[src/hw/rtl/ckb_pkg.sv]
// Shared types, constants and functions for the keystream block generator.
// Used by every module under hw/rtl; depends on nothing else.
package ckb_pkg;

    localparam int WORD_W       = 32;
    localparam int CTR_W        = 64;
    localparam int PAIRS_W      = 6;
    localparam int ROUNDS_W     = 4;
    localparam int CFG_IDX_W    = 3;
    localparam int MAX_PAIRS    = 32;
    localparam int RESET_ROUNDS = 10;
    localparam int S_TDATA_W    = 72;
    localparam int M_TDATA_W    = 576;

    // Configuration register indexes.
    localparam logic [CFG_IDX_W-1:0] REG_KEY_WORD_0    = 3'd0;
    localparam logic [CFG_IDX_W-1:0] REG_KEY_WORD_1    = 3'd1;
    localparam logic [CFG_IDX_W-1:0] REG_KEY_WORD_2    = 3'd2;
    localparam logic [CFG_IDX_W-1:0] REG_KEY_WORD_3    = 3'd3;
    localparam logic [CFG_IDX_W-1:0] REG_NONCE         = 3'd4;
    localparam logic [CFG_IDX_W-1:0] REG_DOUBLE_ROUNDS = 3'd5;

    // Constant row d, lane 3 in the high bits.
    localparam logic [127:0] CONST_ROW = 128'h6b206574_79622d32_00332064_6e617080;

    // Sixteen 32-bit state words, word 0 in the lowest bits.
    typedef logic [15:0][WORD_W-1:0] blk_t;

    typedef struct packed {
        logic [CTR_W-1:0]    key_word_0;
        logic [CTR_W-1:0]    key_word_1;
        logic [CTR_W-1:0]    key_word_2;
        logic [CTR_W-1:0]    key_word_3;
        logic [CTR_W-1:0]    nonce;
        logic [ROUNDS_W-1:0] double_rounds;
    } cfg_t;

    typedef struct packed {
        logic [CTR_W-1:0]   counter;
        logic [PAIRS_W-1:0] pairs;
    } job_t;

    typedef enum logic [1:0] {
        ST_IDLE,
        ST_ROUND,
        ST_EMIT0,
        ST_EMIT1
    } core_state_t;

    function automatic logic [WORD_W-1:0] rotl(logic [WORD_W-1:0] v, int unsigned s);
        return (v << s) | (v >> (WORD_W - s));
    endfunction

    function automatic blk_t init_block(cfg_t c, logic [CTR_W-1:0] ctr);
        return {CONST_ROW, ctr, c.nonce, c.key_word_3, c.key_word_2,
                c.key_word_1, c.key_word_0};
    endfunction

    // One half of a quarter round on all four lanes at once.
    // phase[1] selects diagonals, phase[0] selects the second half (rotates 8 and 7).
    function automatic blk_t round_step(blk_t x, logic [1:0] phase);
        blk_t y;
        logic [WORD_W-1:0] a, b, c, d;
        logic [1:0] la, lb, lc, ld;
        y = x;
        for (int k = 0; k < 4; k++) begin
            la = 2'(k);
            lb = phase[1] ? 2'(k + 1) : 2'(k);
            lc = phase[1] ? 2'(k + 2) : 2'(k);
            ld = phase[1] ? 2'(k + 3) : 2'(k);
            a = x[{2'd0, la}];
            b = x[{2'd1, lb}];
            c = x[{2'd2, lc}];
            d = x[{2'd3, ld}];
            if (!phase[0]) begin
                a = a + b; d = rotl(d ^ a, 16);
                c = c + d; b = rotl(b ^ c, 12);
            end else begin
                a = a + b; d = rotl(d ^ a, 8);
                c = c + d; b = rotl(b ^ c, 7);
            end
            y[{2'd0, la}] = a;
            y[{2'd1, lb}] = b;
            y[{2'd2, lc}] = c;
            y[{2'd3, ld}] = d;
        end
        return y;
    endfunction

    function automatic blk_t lane_add(blk_t x, blk_t i);
        blk_t y;
        for (int k = 0; k < 16; k++) begin
            y[k] = x[k] + i[k];
        end
        return y;
    endfunction

endpackage

[src/hw/rtl/ckb_job_queue.sv]
// Two-entry job queue between the request front end and the block core.
// Depends on ckb_pkg.
module ckb_job_queue import ckb_pkg::*; (
    input  logic aclk,
    input  logic aresetn,
    input  logic push,
    input  job_t push_job,
    output logic full,
    output logic job_valid,
    output job_t job,
    input  logic pop
);

    job_t       mem [2];
    logic       wr_ptr_reg, wr_ptr_next;
    logic       rd_ptr_reg, rd_ptr_next;
    logic [1:0] count_reg, count_next;

    assign full      = (count_reg == 2'd2);
    assign job_valid = (count_reg != 2'd0);
    assign job       = mem[rd_ptr_reg];

    always_comb begin
        wr_ptr_next = wr_ptr_reg;
        rd_ptr_next = rd_ptr_reg;
        count_next  = count_reg;
        if (push) begin
            wr_ptr_next = !wr_ptr_reg;
        end
        if (pop) begin
            rd_ptr_next = !rd_ptr_reg;
        end
        if (push && !pop) begin
            count_next = count_reg + 2'd1;
        end else if (pop && !push) begin
            count_next = count_reg - 2'd1;
        end
    end

    always_ff @(posedge aclk) begin
        if (!aresetn) begin
            wr_ptr_reg <= 1'b0;
            rd_ptr_reg <= 1'b0;
            count_reg  <= 2'd0;
        end else begin
            wr_ptr_reg <= wr_ptr_next;
            rd_ptr_reg <= rd_ptr_next;
            count_reg  <= count_next;
        end
    end

    always_ff @(posedge aclk) begin
        if (push) begin
            mem[wr_ptr_reg] <= push_job;
        end
    end

`ifndef SYNTHESIS
    a_no_overflow: assert property (@(posedge aclk) disable iff (!aresetn)
        count_reg == 2'd2 |-> !push || pop)
        else $error("job queue written while full");
    a_no_underflow: assert property (@(posedge aclk) disable iff (!aresetn)
        pop |-> count_reg != 2'd0)
        else $error("job queue read while empty");
    a_count_range: assert property (@(posedge aclk) disable iff (!aresetn)
        count_reg != 2'd3)
        else $error("job queue count out of range");
`endif

endmodule

[config.mk]
export PLATFORM = sky130hd
export DESIGN_NAME = ckb_job_queue
export DESIGN_NICKNAME = d
export VERILOG_FILES = /design/src/hw/rtl/ckb_pkg.sv /design/src/hw/rtl/ckb_job_queue.sv
export SDC_FILE = /design/constraint.sdc
export NUM_CORES = 1
export LEC_CHECK = 0
export BUFFER_PORTS_ARGS = -buffer_cell sky130_fd_sc_hd__buf_2
export CAP_MARGIN = 20
export CORE_UTILIZATION = 30
export DETAILED_ROUTE_END_ITERATION = 16
export HOLD_SLACK_MARGIN = 0.02
export SLEW_MARGIN = 20
export SYNTH_ARGS = -nofsm -noshare
export SYNTH_HDL_FRONTEND = slang
export SYNTH_SLANG_ARGS = --single-unit
export TNS_END_PERCENT = 1
[constraint.sdc]
create_clock -name aclk -period 11.5 [get_ports aclk]
set_clock_uncertainty 0.1 [all_clocks]
set_input_delay 1.725 -clock aclk [delete_from_list [all_inputs] [get_ports aclk]]
set_output_delay 1.725 -clock aclk [all_outputs]
set_load 0.03 [all_outputs]
==> metrics.md <==
| Metric | Value |
|---|---|
| I/O pin count | roughly 150 |
| Vias/cell | about 4.3 |
| Hold Path Class | reg2reg |
| Peak supply drop | a little under 100 uV |
| Post-synthesis cell count | 240 |
| Part of the cycle the worst path needs | 33.7% |
| CTS buffer count | 17 |
| Share of post-route cells with drive strength above 1 | 61.2% |
| Largest net degree at the start of global routing | roughly 70 |
| # clock sinks | approximately 150 |
| Final nets | ~470 |
| FF-to-FF End | mem[1][10] |
| Core area | ~17000 um^2 |
| CP arrival | 2.05 ns |
| Grt ovf | 0 |
| Data required time at the worst endpoint | roughly 9.7 ns |
| Synthesis Warnings | 0 |
| Setup Crit Path Kind | reg2out |
| FF-to-FF setup slack | 9.71 ns |
| Worst Path Max Fanout | 70 |
| Die X | between 100 and 150 um |
| DP HPWL | around 5.8 mm |
| Synth cell types | 17 |
| Total wire length | about 9.7 mm |
| TritonRoute pass-1 iters | 4 |
| Max FFs per register | between 100 and 150 |
| Area growth syn-to-layout | 29.9% |
| First-pass GRT wire length | ~15 mm |
| Via count | roughly 2700 |
| Post-synthesis sequential area ratio | between 80% and 90% |
| Post-layout util | between 30% and 40% |
| Synth Register Bits | 145 |
| Run status | complete, no violations |
| Routed len/inst | 15.3 um |
| Layout Cells excl Fill | roughly 640 |
| Clock period minus worst slack | between 3 and 4 ns |
| Worst skew pair latency | about 0.41 ns |
| Port Buffers | 145 |
| Worst Hold Depth | 2 |
| Clk root buf | clkbuf_16 |
| Pwr dens | approximately 200 nW/um^2 |
| WHS Endpoint | count_reg[1] |
| Area of the die | ~18000 um^2 |
| PostCTS Resize Cnt | 0 |
| Avg Inst Size Synth | around 22 um^2 |
| CTS tree | yes |
| CP Launch Type | flop |
| Detailed Route Iter0 Violations | between 100 and 150 |
| Vias in the first global route | between 2000 and 3000 |
| Aggregate global-route resource usage | approximately 11% |
| Worst flop-to-flop path startpoint | wr_ptr_reg |
| H-tree depth | 4 |
| MaxCap Viol Count | 0 |
| Mapped Area | ~5300 um^2 |
| Peak Freq | between 200 and 300 MHz |
| Post-Route Setup TNS | 0 ns |
| Worst-margin pin slew | 1.02 ns |
| Total power draw | about 1400 uW |
| Post-CTS Hold Fix Bufs | 0 |
| Post-Syn Nets | between 300 and 400 |
| CP Capture Type | output port |
| Placed insts | 603 |
| Postcts setup bufs | 0 |
| Hold Path Origin | count_reg[1] |
| Post-route ant nets | 0 |
| Slew headroom | a little under a third |
| Hold Fails Final Rpt | 0 |
| Slew Viols, Final | 0 |
| Clock Tree Buf Depth | 2 |
| DRC errors left | 0 |
| Initial Utilization | ~31% |
| Leak | ~0.0026 uW |
| RSZ-0062 raised after global routing | no |
| Final setup violation count | 0 |
| Clock transition at path regs | about 0.06 ns |
| Die Span Y | between 100 and 150 um |
| Row cnt | 48 |
| GP Congestion | between 0.6 and 0.7 |
| ANT cells | 0 |
| Worst Reg-to-Reg Cells | 1 |
| Initial antenna violation count | 0 |
## where the power goes
part | switching, uW | internal, uW
combinational | 91.2 | 56.1
sequential | 16.0 | 611
clock | 214 | 384
## final cells by class
class / instances / area [um^2]
clock buffers: 17 / 425
clock inverters: 15 / 213
fillers: 1614 / 10400
inverters: 1 / 3.75
multi-input cells: 86 / 916
flip-flops and latches: 145 / 4310
well taps: 225 / 282
repair buffers: 146 / 733
## synthesized netlist by cell type
cell type	n	area [um^2]
a21boi_1	1	7.51
and2_1	4	25.0
and2b_2	1	8.76
buf_2	1	5.00
buf_6	7	78.8
dfxtp_1	5	100
edfxtp_1	140	4200
ha_1	1	12.5
inv_1	1	3.75
mux2_2	70	788
nor2b_1	2	12.5
o21a_1	1	7.51
o21ai_0	1	5.00
or2_2	1	6.26
or3_1	1	6.26
xnor2_1	1	8.76
xor2_1	2	17.5
## stage by stage
stage	hold WS [ns]	worst slack [ns]	area (um^2)
final	0.399	7.63	6880
after CTS	0.402	7.54	6880
after detailed placement	0.397	8.00	6240
after global routing	0.464	7.47	6880
after global placement	0.372	8.03	6240
after floorplan	0.361	6.07	5300
## logic make-up after synthesis
| logic type | Yosys count | synth area share, % |
|---|---|---|
| simple gates | 9 | 1.11 |
| flops | 145 | 81.2 |
| compound gates | 3 | 0.378 |
| xor+xnor | 3 | 0.496 |
| buf+inv | 9 | 1.65 |
| mux | 70 | 14.9 |
| fa+ha+maj | 1 | 0.236 |
## cell usage in the layout (no fill, tap or decap)
master     count
a21boi_1       1
and2_1         3
and2_4         1
and2b_2        1
buf_2        145
buf_4          1
bufinv_16      5
clkbuf_16     17
clkinv_1       2
clkinv_2       4
clkinv_4       1
dfxtp_1        4
dfxtp_4        1
edfxtp_1     140
ha_1           1
inv_1          1
inv_6          3
mux2_2        70
nor2b_1        1
nor2b_4        1
o21a_1         1
o21ai_0        1
or2_2          1
or3_1          1
xnor2_1        1
xor2_1         2
## worst max-delay path, cell delays in order, from the launching register on
cell and delay, ns:
dfxtp_4 0.99, mux2_2 0.43, buf_2 0.18
## routing by layer
layer,vias up,GRT usage (%),wire [um]
met5,-,0,0
met4,0,5.81,172
met3,11,4.09,538
met2,90,18.9,5050
met1,1350,12.5,3920
li1,1257,-,-
## worst max-delay path by stage
stage | startpoint | end | depth (start not counted)
3_5_place_dp | flop | job[9] | 2
3_3_place_gp | flop | job[9] | 2
4_1_cts | flop | job[9] | 2
5_1_grt | flop | job[9] | 2
6_report | flop | job[9] | 2
2_1_floorplan | push | mem[0][0] | 1
(Power assumes the default switching activity.)
