==> src/hw/rtl/ckb_pkg.sv <==
// Shared types, constants and functions for the keystream block generator.
// Used by every module under hw/rtl; depends on nothing else.
package ckb_pkg;

    localparam int WORD_W       = 32;
    localparam int CTR_W        = 64;
    localparam int PAIRS_W      = 6;
    localparam int ROUNDS_W     = 4;
    localparam int CFG_IDX_W    = 3;
    localparam int MAX_PAIRS    = 32;
    localparam int RESET_ROUNDS = 10;
    localparam int S_TDATA_W    = 72;
    localparam int M_TDATA_W    = 576;

    // Configuration register indexes.
    localparam logic [CFG_IDX_W-1:0] REG_KEY_WORD_0    = 3'd0;
    localparam logic [CFG_IDX_W-1:0] REG_KEY_WORD_1    = 3'd1;
    localparam logic [CFG_IDX_W-1:0] REG_KEY_WORD_2    = 3'd2;
    localparam logic [CFG_IDX_W-1:0] REG_KEY_WORD_3    = 3'd3;
    localparam logic [CFG_IDX_W-1:0] REG_NONCE         = 3'd4;
    localparam logic [CFG_IDX_W-1:0] REG_DOUBLE_ROUNDS = 3'd5;

    // Constant row d, lane 3 in the high bits.
    localparam logic [127:0] CONST_ROW = 128'h6b206574_79622d32_00332064_6e617080;

    // Sixteen 32-bit state words, word 0 in the lowest bits.
    typedef logic [15:0][WORD_W-1:0] blk_t;

    typedef struct packed {
        logic [CTR_W-1:0]    key_word_0;
        logic [CTR_W-1:0]    key_word_1;
        logic [CTR_W-1:0]    key_word_2;
        logic [CTR_W-1:0]    key_word_3;
        logic [CTR_W-1:0]    nonce;
        logic [ROUNDS_W-1:0] double_rounds;
    } cfg_t;

    typedef struct packed {
        logic [CTR_W-1:0]   counter;
        logic [PAIRS_W-1:0] pairs;
    } job_t;

    typedef enum logic [1:0] {
        ST_IDLE,
        ST_ROUND,
        ST_EMIT0,
        ST_EMIT1
    } core_state_t;

    function automatic logic [WORD_W-1:0] rotl(logic [WORD_W-1:0] v, int unsigned s);
        return (v << s) | (v >> (WORD_W - s));
    endfunction

    function automatic blk_t init_block(cfg_t c, logic [CTR_W-1:0] ctr);
        return {CONST_ROW, ctr, c.nonce, c.key_word_3, c.key_word_2,
                c.key_word_1, c.key_word_0};
    endfunction

    // One half of a quarter round on all four lanes at once.
    // phase[1] selects diagonals, phase[0] selects the second half (rotates 8 and 7).
    function automatic blk_t round_step(blk_t x, logic [1:0] phase);
        blk_t y;
        logic [WORD_W-1:0] a, b, c, d;
        logic [1:0] la, lb, lc, ld;
        y = x;
        for (int k = 0; k < 4; k++) begin
            la = 2'(k);
            lb = phase[1] ? 2'(k + 1) : 2'(k);
            lc = phase[1] ? 2'(k + 2) : 2'(k);
            ld = phase[1] ? 2'(k + 3) : 2'(k);
            a = x[{2'd0, la}];
            b = x[{2'd1, lb}];
            c = x[{2'd2, lc}];
            d = x[{2'd3, ld}];
            if (!phase[0]) begin
                a = a + b; d = rotl(d ^ a, 16);
                c = c + d; b = rotl(b ^ c, 12);
            end else begin
                a = a + b; d = rotl(d ^ a, 8);
                c = c + d; b = rotl(b ^ c, 7);
            end
            y[{2'd0, la}] = a;
            y[{2'd1, lb}] = b;
            y[{2'd2, lc}] = c;
            y[{2'd3, ld}] = d;
        end
        return y;
    endfunction

    function automatic blk_t lane_add(blk_t x, blk_t i);
        blk_t y;
        for (int k = 0; k < 16; k++) begin
            y[k] = x[k] + i[k];
        end
        return y;
    endfunction

endpackage

==> src/hw/rtl/ckb_front.sv <==
// Input side: takes request transactions, clamps the pair count and drops
// requests that ask for no pairs. Depends on ckb_pkg.
module ckb_front import ckb_pkg::*; (
    input  logic                 s_tvalid,
    output logic                 s_tready,
    input  logic [S_TDATA_W-1:0] s_tdata,   // start_counter[63:0], pair_count[69:64]
    input  logic                 queue_full,
    output logic                 push,
    output job_t                 job
);

    logic [PAIRS_W-1:0] raw_pairs;

    assign raw_pairs   = s_tdata[CTR_W +: PAIRS_W];
    assign s_tready    = !queue_full;
    assign job.counter = s_tdata[CTR_W-1:0];
    assign job.pairs   = (raw_pairs > PAIRS_W'(MAX_PAIRS)) ? PAIRS_W'(MAX_PAIRS) : raw_pairs;
    assign push        = s_tvalid && !queue_full && (raw_pairs != '0);

endmodule

==> config.mk <==
export PLATFORM = sky130hd
export DESIGN_NAME = ckb_front
export DESIGN_NICKNAME = d
export VERILOG_FILES = /design/src/hw/rtl/ckb_pkg.sv /design/src/hw/rtl/ckb_front.sv
export SDC_FILE = /design/constraint.sdc
export NUM_CORES = 1
export LEC_CHECK = 0
export ABC_AREA = 1
export BUFFER_PORTS_ARGS = -buffer_cell sky130_fd_sc_hd__buf_2
export CAP_MARGIN = 20
export CORE_ASPECT_RATIO = 0.5
export CORE_UTILIZATION = 22
export DETAILED_ROUTE_END_ITERATION = 8
export PLACE_DENSITY_LB_ADDON = 0.08
export RECOVER_POWER = 50
export SLEW_MARGIN = 0
export SYNTH_ARGS = -nofsm -noshare
export SYNTH_HDL_FRONTEND = slang
export SYNTH_SLANG_ARGS = --single-unit
==> constraint.sdc <==
create_clock -name vclk -period 0.8
set_clock_uncertainty 0.15 [all_clocks]
set_input_delay 0.08 -clock vclk [all_inputs]
set_output_delay 0.08 -clock vclk [all_outputs]
set_load 0.02 [all_outputs]
==> flow_summary.ini, run 1 <==
[outcome]
outcome = finished with violations
violations = negative setup slack

[synthesis]
synthSimpleGateAreaFrac = 0.0830
synth_compound_area_frac = 0.0262
syn_inst = 84
synth_cell_type_count = 8
synth-xor-area-share = 0
yosys_warnings = 0
synth_fa_ha_area_frac = 0
syn_area_per_cell_um2 = 6.82
synth_top_family_by_area = buffers and inverters
syn_nets = 158
synth_mux_area_frac = 0
ys_seq_area_frac = 0
syn_area_um2 = 573

[worst_setup_path]
worstSetupStartpoint = s_tdata[64]
setup.worst_path.end_class = output port
cp.required_ns = 0.57
crit_type = in2out
critPathLaunchType = input port
crit_end = job[3]
cp_max_fo = 3
arrival_ns = 0.69

[routing]
avgViaCountPerCell = 3.54
drc = 0
vias = 269
drtAntennaViolNets = 0
wl_per_cell_um = 16.8
dr.first_iter.drc_count = 1
dr.pass1.iters = 3
drt-total-wl_um = 1280

[floorplan]
die_area_um2 = 2830
die_w_um = 74.2
row_count = 12
num_io_pins = 146
die_h_um = 38.1
core_area_um2 = 2340
initial_utilization = 0.245

[global_route]
grt_use_total = 0.0744
overflow = 0
antenna_found_initial = 0
grt_max_degree = 5
grt_pass1_vias = 264
grt_pass1_wl_um = 1580

[power]
p_int_uw = 97.4
ir_worst_vdd_mv = 0.0932
power_frac_clock = 0
powerDensity_nw_per_um2 = 515
p_leak_uw = 0.000175
combPwrFrac = 1.000
p_total_uw = 190
pwr-share-seq = 0
p_sw_uw = 92.8
netSwitchingFraction = 0.488

[place]
dp_slack_ns = -0.149
hpwl_um = 1150
gp_congestion = 0.689
portBuffers = 16

[cells_and_area]
layout.nets = 117
final_layout_size_suffix_gt1_frac = 0.805
multi_input_area_um2 = 116
n_antenna_cell = 0
fillers = 285
seq_cell_count = 0
seq_area_um2 = 0
clockBufferCount = 0
area_growth_pct = -35.6

[hold_path]
holdPathStages = 0
min_path_type = in2out

[timing]
slew_headroom = 0.930
holdWs_ns = 0.0100
worst_slack_ns = -0.116
setup_viol = 4
fin_crit_sh = 1.14
tightest_slew_ns = 0.105
hold_violations = 0
post-route-min-period_ns = 0.916
max_freq_mhz = 1090
slew_viol_final = 0
rsz0062_at_grt = yes

[clock_network]
postCtsSetupRepairBufs = 0

[job]
drv_cap = 0
what timing repair did:
item	4_1_cts	5_1_grt
hold buffers	0	0
setup endpoints to repair	6	6
pin swaps	6	6
resized for setup	21	11
cloned	0	0
through the flow:
step           std cells   util  area [um^2]  setup TNS [ns]
3_5_place_dp          76  0.110          258          -0.589
4_1_cts               76  0.141          330          -0.397
3_3_place_gp          76  0.110          258          -0.627
5_1_grt               76  0.158          369          -0.542
2_1_floorplan         84      -          573          -0.190
6_report              76  0.158          369          -0.368
critical path, cell delays in order:
cell,delay (ns)
buf_6,0.10
nor2_4,0.12
nand3_4,0.10
a21oi_2,0.14
buf_4,0.15
power groups by stage:
stage / clock network (uW) / registers [uW] / logic (uW)
floorplan: 0 / 0 / 522
global placement: 0 / 0 / 133
detailed placement: 0 / 0 / 129
CTS: 0 / 0 / 170
global route: 0 / 0 / 203
finish: 0 / 0 / 190
per-layer routing:
| metal | vias to the layer above | GRT usage | share of wire |
|---|---|---|---|
| met4 | 0 | 0.0385 | 0.034 |
| met3 | 8 | 0.0711 | 0.27 |
| met1 | 112 | 0.0463 | 0.17 |
| met5 | - | 0 | 0 |
| li1 | 103 | - | - |
| met2 | 46 | 0.143 | 0.52 |
cells in the final DEF, fill, tap and decap left out:
cell / synthesis / layout
buf_4: 64 / 9
buf_6: 0 / 8
inv_1: 7 / 6
nor2_4: 0 / 5
buf_2: 0 / 5
a21oi_2: 0 / 3
nand3_1: 2 / 2
inv_2: 0 / 1
nand3_4: 0 / 1
nor2_2: 2 / 1
logic make-up (layout without fill, tap and decap cells):
family          Yosys count  after routing
buf+inv                  72             29
simple gates              9              9
compound gates            3              3
worst min-delay path by stage:
stage                start  endpoint  slack (ns)
2_1_floorplan  s_tdata[69]    job[2]        0.09
3_3_place_gp    s_tdata[8]   job[14]        0.01
3_5_place_dp    s_tdata[8]   job[14]        0.01
4_1_cts         s_tdata[8]   job[14]        0.01
5_1_grt        s_tdata[20]   job[26]        0.01
6_report       s_tdata[11]   job[17]        0.01
cells in the mapped netlist (all sizes together):
cell type | count | area (um^2)
nor2 | 6 | 27.5
nand3 | 3 | 20.0
a21oi | 3 | 15.0
clkbuf | 1 | 3.75
inv | 7 | 26.3
buf | 64 | 480
final cells by class:
cell class	count	area share
multi-input combinational	12	0.315
timing repair buffer	22	0.495
inverter	7	0.0712
tap	35	0.119
Power figures use the tool's default switching activity.
==> run 2: changes to the inputs <==
Settings changed: CORE_UTILIZATION 22 to 20, GPL_ROUTABILITY_DRIVEN from default to 1, TNS_END_PERCENT from default to 10.
Clock period 0.8 ns to 0.84 ns, I/O delays scaled along.
==> run 2 against run 1 <==
The run still ends with negative setup slack left. Global-route usage decreased by 0.61 points. Hold slack improved by 0.0080 ns. Count of clock-buffer cells in the layout unchanged. Sequential share of layout area unchanged. Highest routed layer unchanged. Combinational power decreased by 11%. Core utilization decreased by 2.9 points. Final area decreased by 7.8%. Worst setup slack improved by 0.024 ns. Non-clock buffer count decreased by 2. Critical path depth unchanged.
==> flow_summary.ini, run 2 (synthesis results as in run 1) <==
[outcome]
outcome = finished with violations
violations = negative setup slack

[worst_setup_path]
cp_max_fo = 3
setup.worst_path.end_class = output port
worstSetupStartpoint = s_tdata[64]
arrival_ns = 0.70
cp.required_ns = 0.61
critPathLaunchType = input port
crit_type = in2out
crit_end = job[0]

[cells_and_area]
layout.nets = 115
layout_commonest_cell = buf_2
final_cells = 76
seq_cell_count = 0
n_antenna_cell = 0
area_growth_pct = -40.6
final_layout_size_suffix_gt1_frac = 0.769
seq_area_um2 = 0
mostFrequentLayoutCells = buf_2 (8), inv_1 (6), buf_4 (6)
clockBufferCount = 0

[global_route]
grt_pass1_wl_um = 1650
grt_max_degree = 7
overflow = 0
grt_use_total = 0.0683
antenna_found_initial = 0
grt_pass1_vias = 258

[timing]
fin_crit_sh = 1.11
worst_slack_ns = -0.0915
max_freq_mhz = 1070
setup_viol = 4
holdWs_ns = 0.0180
rsz0062_at_grt = yes
slew_headroom = 0.920
hold_violations = 0
post-route-min-period_ns = 0.931
slew_viol_final = 0
setup_tns_ns = -0.322
tightest_slew_ns = 0.119

[routing]
drt-total-wl_um = 1230
drtAntennaViolNets = 0
avgViaCountPerCell = 3.63
drc = 0
vias = 276
dr.first_iter.drc_count = 6
dr.pass1.iters = 4
wl_per_cell_um = 16.2

[power]
powerDensity_nw_per_um2 = 497
ir_worst_vdd_mv = 0.0779
p_leak_uw = 0.000165

[floorplan]
num_io_pins = 146
die_area_um2 = 3100
row_count = 13
die_w_um = 77.7
core_area_um2 = 2650
die_h_um = 39.9
initial_utilization = 0.216

[clock_network]
postCtsSetupRepairBufs = 0
holdBufCountCts = 0

[place]
portBuffers = 16
dp.cells = 76
gp_congestion = 0.601
dp_slack_ns = -0.171
hpwl_um = 1090

[job]
drv_cap = 0

[hold_path]
min_path_type = in2out
run 2: changes by cell type in the layout (fill, tap and decap cells not counted):
| cell | delta |
|---|---|
| buf_6 | -5 |
| buf_2 | +3 |
| buf_4 | -3 |
| nor2_4 | -3 |
| buf_8 | +2 |
| nor2_2 | +2 |
| buf_12 | +1 |
| nor2_1 | +1 |
run 2: power by group:
| part | internal (uW) | switching, uW |
|---|---|---|
| registers | 0 | 0 |
| clock network | 0 | 0 |
| logic | 84.5 | 84.8 |
run 2: layout make-up:
type | count | area [um^2]
Fill cell | 309 | 2310
Inverter | 7 | 26.3
Multi-Input combinational cell | 12 | 98.8
Tap cell | 37 | 46.3
Timing Repair Buffer | 20 | 169
run 2: worst min-delay path by stage:
stage	start	endpoint	slack, ns	cells past startpoint
3_5_place_dp	s_tdata[6]	job[12]	0.02	0
2_1_floorplan	s_tdata[69]	job[2]	0.1	1
6_report	s_tdata[20]	job[26]	0.02	0
4_1_cts	s_tdata[6]	job[12]	0.02	0
5_1_grt	s_tdata[20]	job[26]	0.02	0
3_3_place_gp	s_tdata[6]	job[12]	0.02	0
run 2: metal layers:
layer  share of wire  track usage  routed length, um  vias up
met1            0.21       0.0461                264      126
met2            0.51        0.133                625       46
met5               0            0                  0        -
met4           0.028       0.0330                 34        0
met3            0.25       0.0651                306        8
li1                -            -                  -       96
run 2: worst max-delay path, cell delays in order:
cell and delay (ns):
buf_8 0.10, nor2_4 0.13, nand3_4 0.10, a21oi_2 0.15
buf_6 0.13
run 2: stage by stage:
stage,utilization,power (uW),area [um^2]
floorplan,-,497,573
global placement,0.0972,129,258
detailed placement,0.0972,126,258
CTS,0.123,162,325
global route,0.128,181,340
finish,0.128,169,340
run 2: timing repair:
item                                    in CTS  in global routing
endpoints found under the hold margin        0                  0
endpoints found under the setup margin       4                  5
gates resized for setup                     20                  5
pin swaps                                    5                  2
==> run 3: changes to the inputs <==
Settings changed: ABC_AREA 1 to 0, CORE_UTILIZATION 20 to 19.
==> run 3 against run 2 <==
Final area shrank 32%. First-iteration DRC count decreased by 83%. The run still ends with negative setup slack left. Sequential share of layout area is the same. Maximum frequency decreased by 32%. Sequential cell count stayed put. Combinational power decreased by 36%. Hold slack stayed put. Critical path depth is 1 lower. Die area down 1.3%. Largest power group unchanged.
==> flow_summary.ini, run 3 <==
[outcome]
outcome = finished with violations
violations = negative setup slack

[worst_setup_path]
cpMostUsedCell = buf_6
crit_path_top_delay_cell = or4_4
arrival_ns = 1.14
cp_slowest_stage_delay_ns = 0.52
cp.depth = 4
crit_chain = buf_6, or4_4, o311a_4, buf_6
crit_family = simple AND/OR/NAND/NOR gates
critPathLaunchType = input port
crit_type = in2out
path_buf_inv = 2
cp.required_ns = 0.61
setup.worst_path.end_class = output port
cp_max_fo = 2

[floorplan]
die_w_um = 77.2
row_count = 13
die_area_um2 = 3050
core_area_um2 = 2640
num_io_pins = 146
initial_utilization = 0.204
die_h_um = 39.6

[cells_and_area]
seq_area_um2 = 0
clockBufferCount = 0
layout_commonest_cell = buf_2
mostFrequentLayoutCells = buf_2 (11), nor2b_1 (4), buf_6 (4), buf_4 (2)
fin_util = 0.0878
seq_cell_count = 0
final_layout_size_suffix_gt1_frac = 0.800
final_cells = 62
layout.nets = 101
n_antenna_cell = 0
area_growth_pct = -56.9

[power]
powerDensity_nw_per_um2 = 472
netSwitchingFraction = 0.491
combPwrFrac = 1.000
power_frac_clock = 0
p_sw_uw = 53.7
ir_worst_vdd_mv = 0.0628
pwr-share-seq = 0
p_int_uw = 55.6
p_leak_uw = 0.000108

[routing]
vias = 198
dr.pass1.iters = 2
avgViaCountPerCell = 3.19
wl_per_cell_um = 15.5
drc = 0
dr.first_iter.drc_count = 1
drtAntennaViolNets = 0
drt-total-wl_um = 958

[global_route]
antenna_found_initial = 0
grt_use_total = 0.0486
globalRouteMet3Util = 0.0791
grtUsageMet2 = 0.0509
grtUsageMet1 = 0.0280
grt_max_degree = 7
busiest_layer = met3
overflow = 0
grt_pass1_wl_um = 1150
grt_pass1_vias = 198

[synthesis]
syn_nets = 147
post-synth-top-count-cell = buf_4
syn_area_um2 = 537
netlist.area_leader.share = 0.895
yosys_warnings = 0
syn_area_per_cell_um2 = 7.35
yosysTopAreaCell = buf_4
ys_top_cells_by_area = buf_4 (90%), nor2b_1 (5.8%), o311a_1 (1.9%)
ys_seq_area_frac = 0
synth_cell_type_count = 6
synthTopCellsByCount = buf_4 (64), nor2b_1 (5)
syn_inst = 73

[place]
portBuffers = 16
dp.cells = 62
gp_congestion = 0.479

[timing]
slew_headroom = 0.927
setup_viol = 1
tightest_slew_ns = 0.111
max_freq_mhz = 728
holdWs_ns = 0.0180
worst_slack_ns = -0.534
hold_violations = 0
rsz0062_at_grt = yes
post-route-min-period_ns = 1.37
fin_crit_sh = 1.64
slew_viol_final = 0

[clock_network]
holdBufCountCts = 0
postCtsSetupRepairBufs = 0

[hold_path]
min_path_type = in2out
holdPathStages = 0

[job]
drv_cap = 0
==> run 3: cell types whose count changed after synthesis, sizes merged <==
cell / previous run / this run
nand3: 3 / 0
o311a: 0 / 1
nor2b: 0 / 5
a21oi: 3 / 0
or4: 0 / 1
nor2: 6 / 0
inv: 7 / 1
==> run 3: worst paths after layout <==
check / startpoint / slack [ns] / end
worst min-delay path: s_tdata[30] / 0.02 / job[36]
worst max-delay path: s_tdata[64] / -0.53 / push
==> run 3: cell families after synthesis <==
logic type / synth area share
buf+inv: 0.909
compound gates: 0.0186
simple gates: 0.0723
==> run 3: power by group through the flow <==
| stage | clock network, uW | registers [uW] | logic, uW |
|---|---|---|---|
| floorplan | 0 | 0 | 491 |
| global placement | 0 | 0 | 97.4 |
| detailed placement | 0 | 0 | 93.0 |
| CTS | 0 | 0 | 108 |
| global route | 0 | 0 | 116 |
| finish | 0 | 0 | 109 |
==> run 3: area by class of cell <==
type	instances	area [um^2]
multi-input combinational	7	66.3
inverter	1	3.75
timing repair buffer	17	115
fill	321	2400
tap	37	46.3
==> run 3: metal layers <==
layer	part of all wire	vias up
met5	0	-
met4	0.089	0
met3	0.29	18
met2	0.42	42
met1	0.20	76
li1	-	62
==> run 3: repair_timing <==
action,4_1_cts,5_1_grt
endpoints found under the setup margin,3,1
gates resized for setup,8,1
pin swaps,0,0
==> run 3: through the flow <==
step | setup TNS (ns) | cell area, um^2 | power (uW) | setup slack, ns
2_1_floorplan | -0.352 | 548 | 491 | -0.352
3_3_place_gp | -0.785 | 198 | 97.4 | -0.573
3_5_place_dp | -0.636 | 198 | 93.0 | -0.575
4_1_cts | -0.533 | 225 | 108 | -0.533
5_1_grt | -0.553 | 231 | 116 | -0.553
6_report | -0.534 | 231 | 109 | -0.534
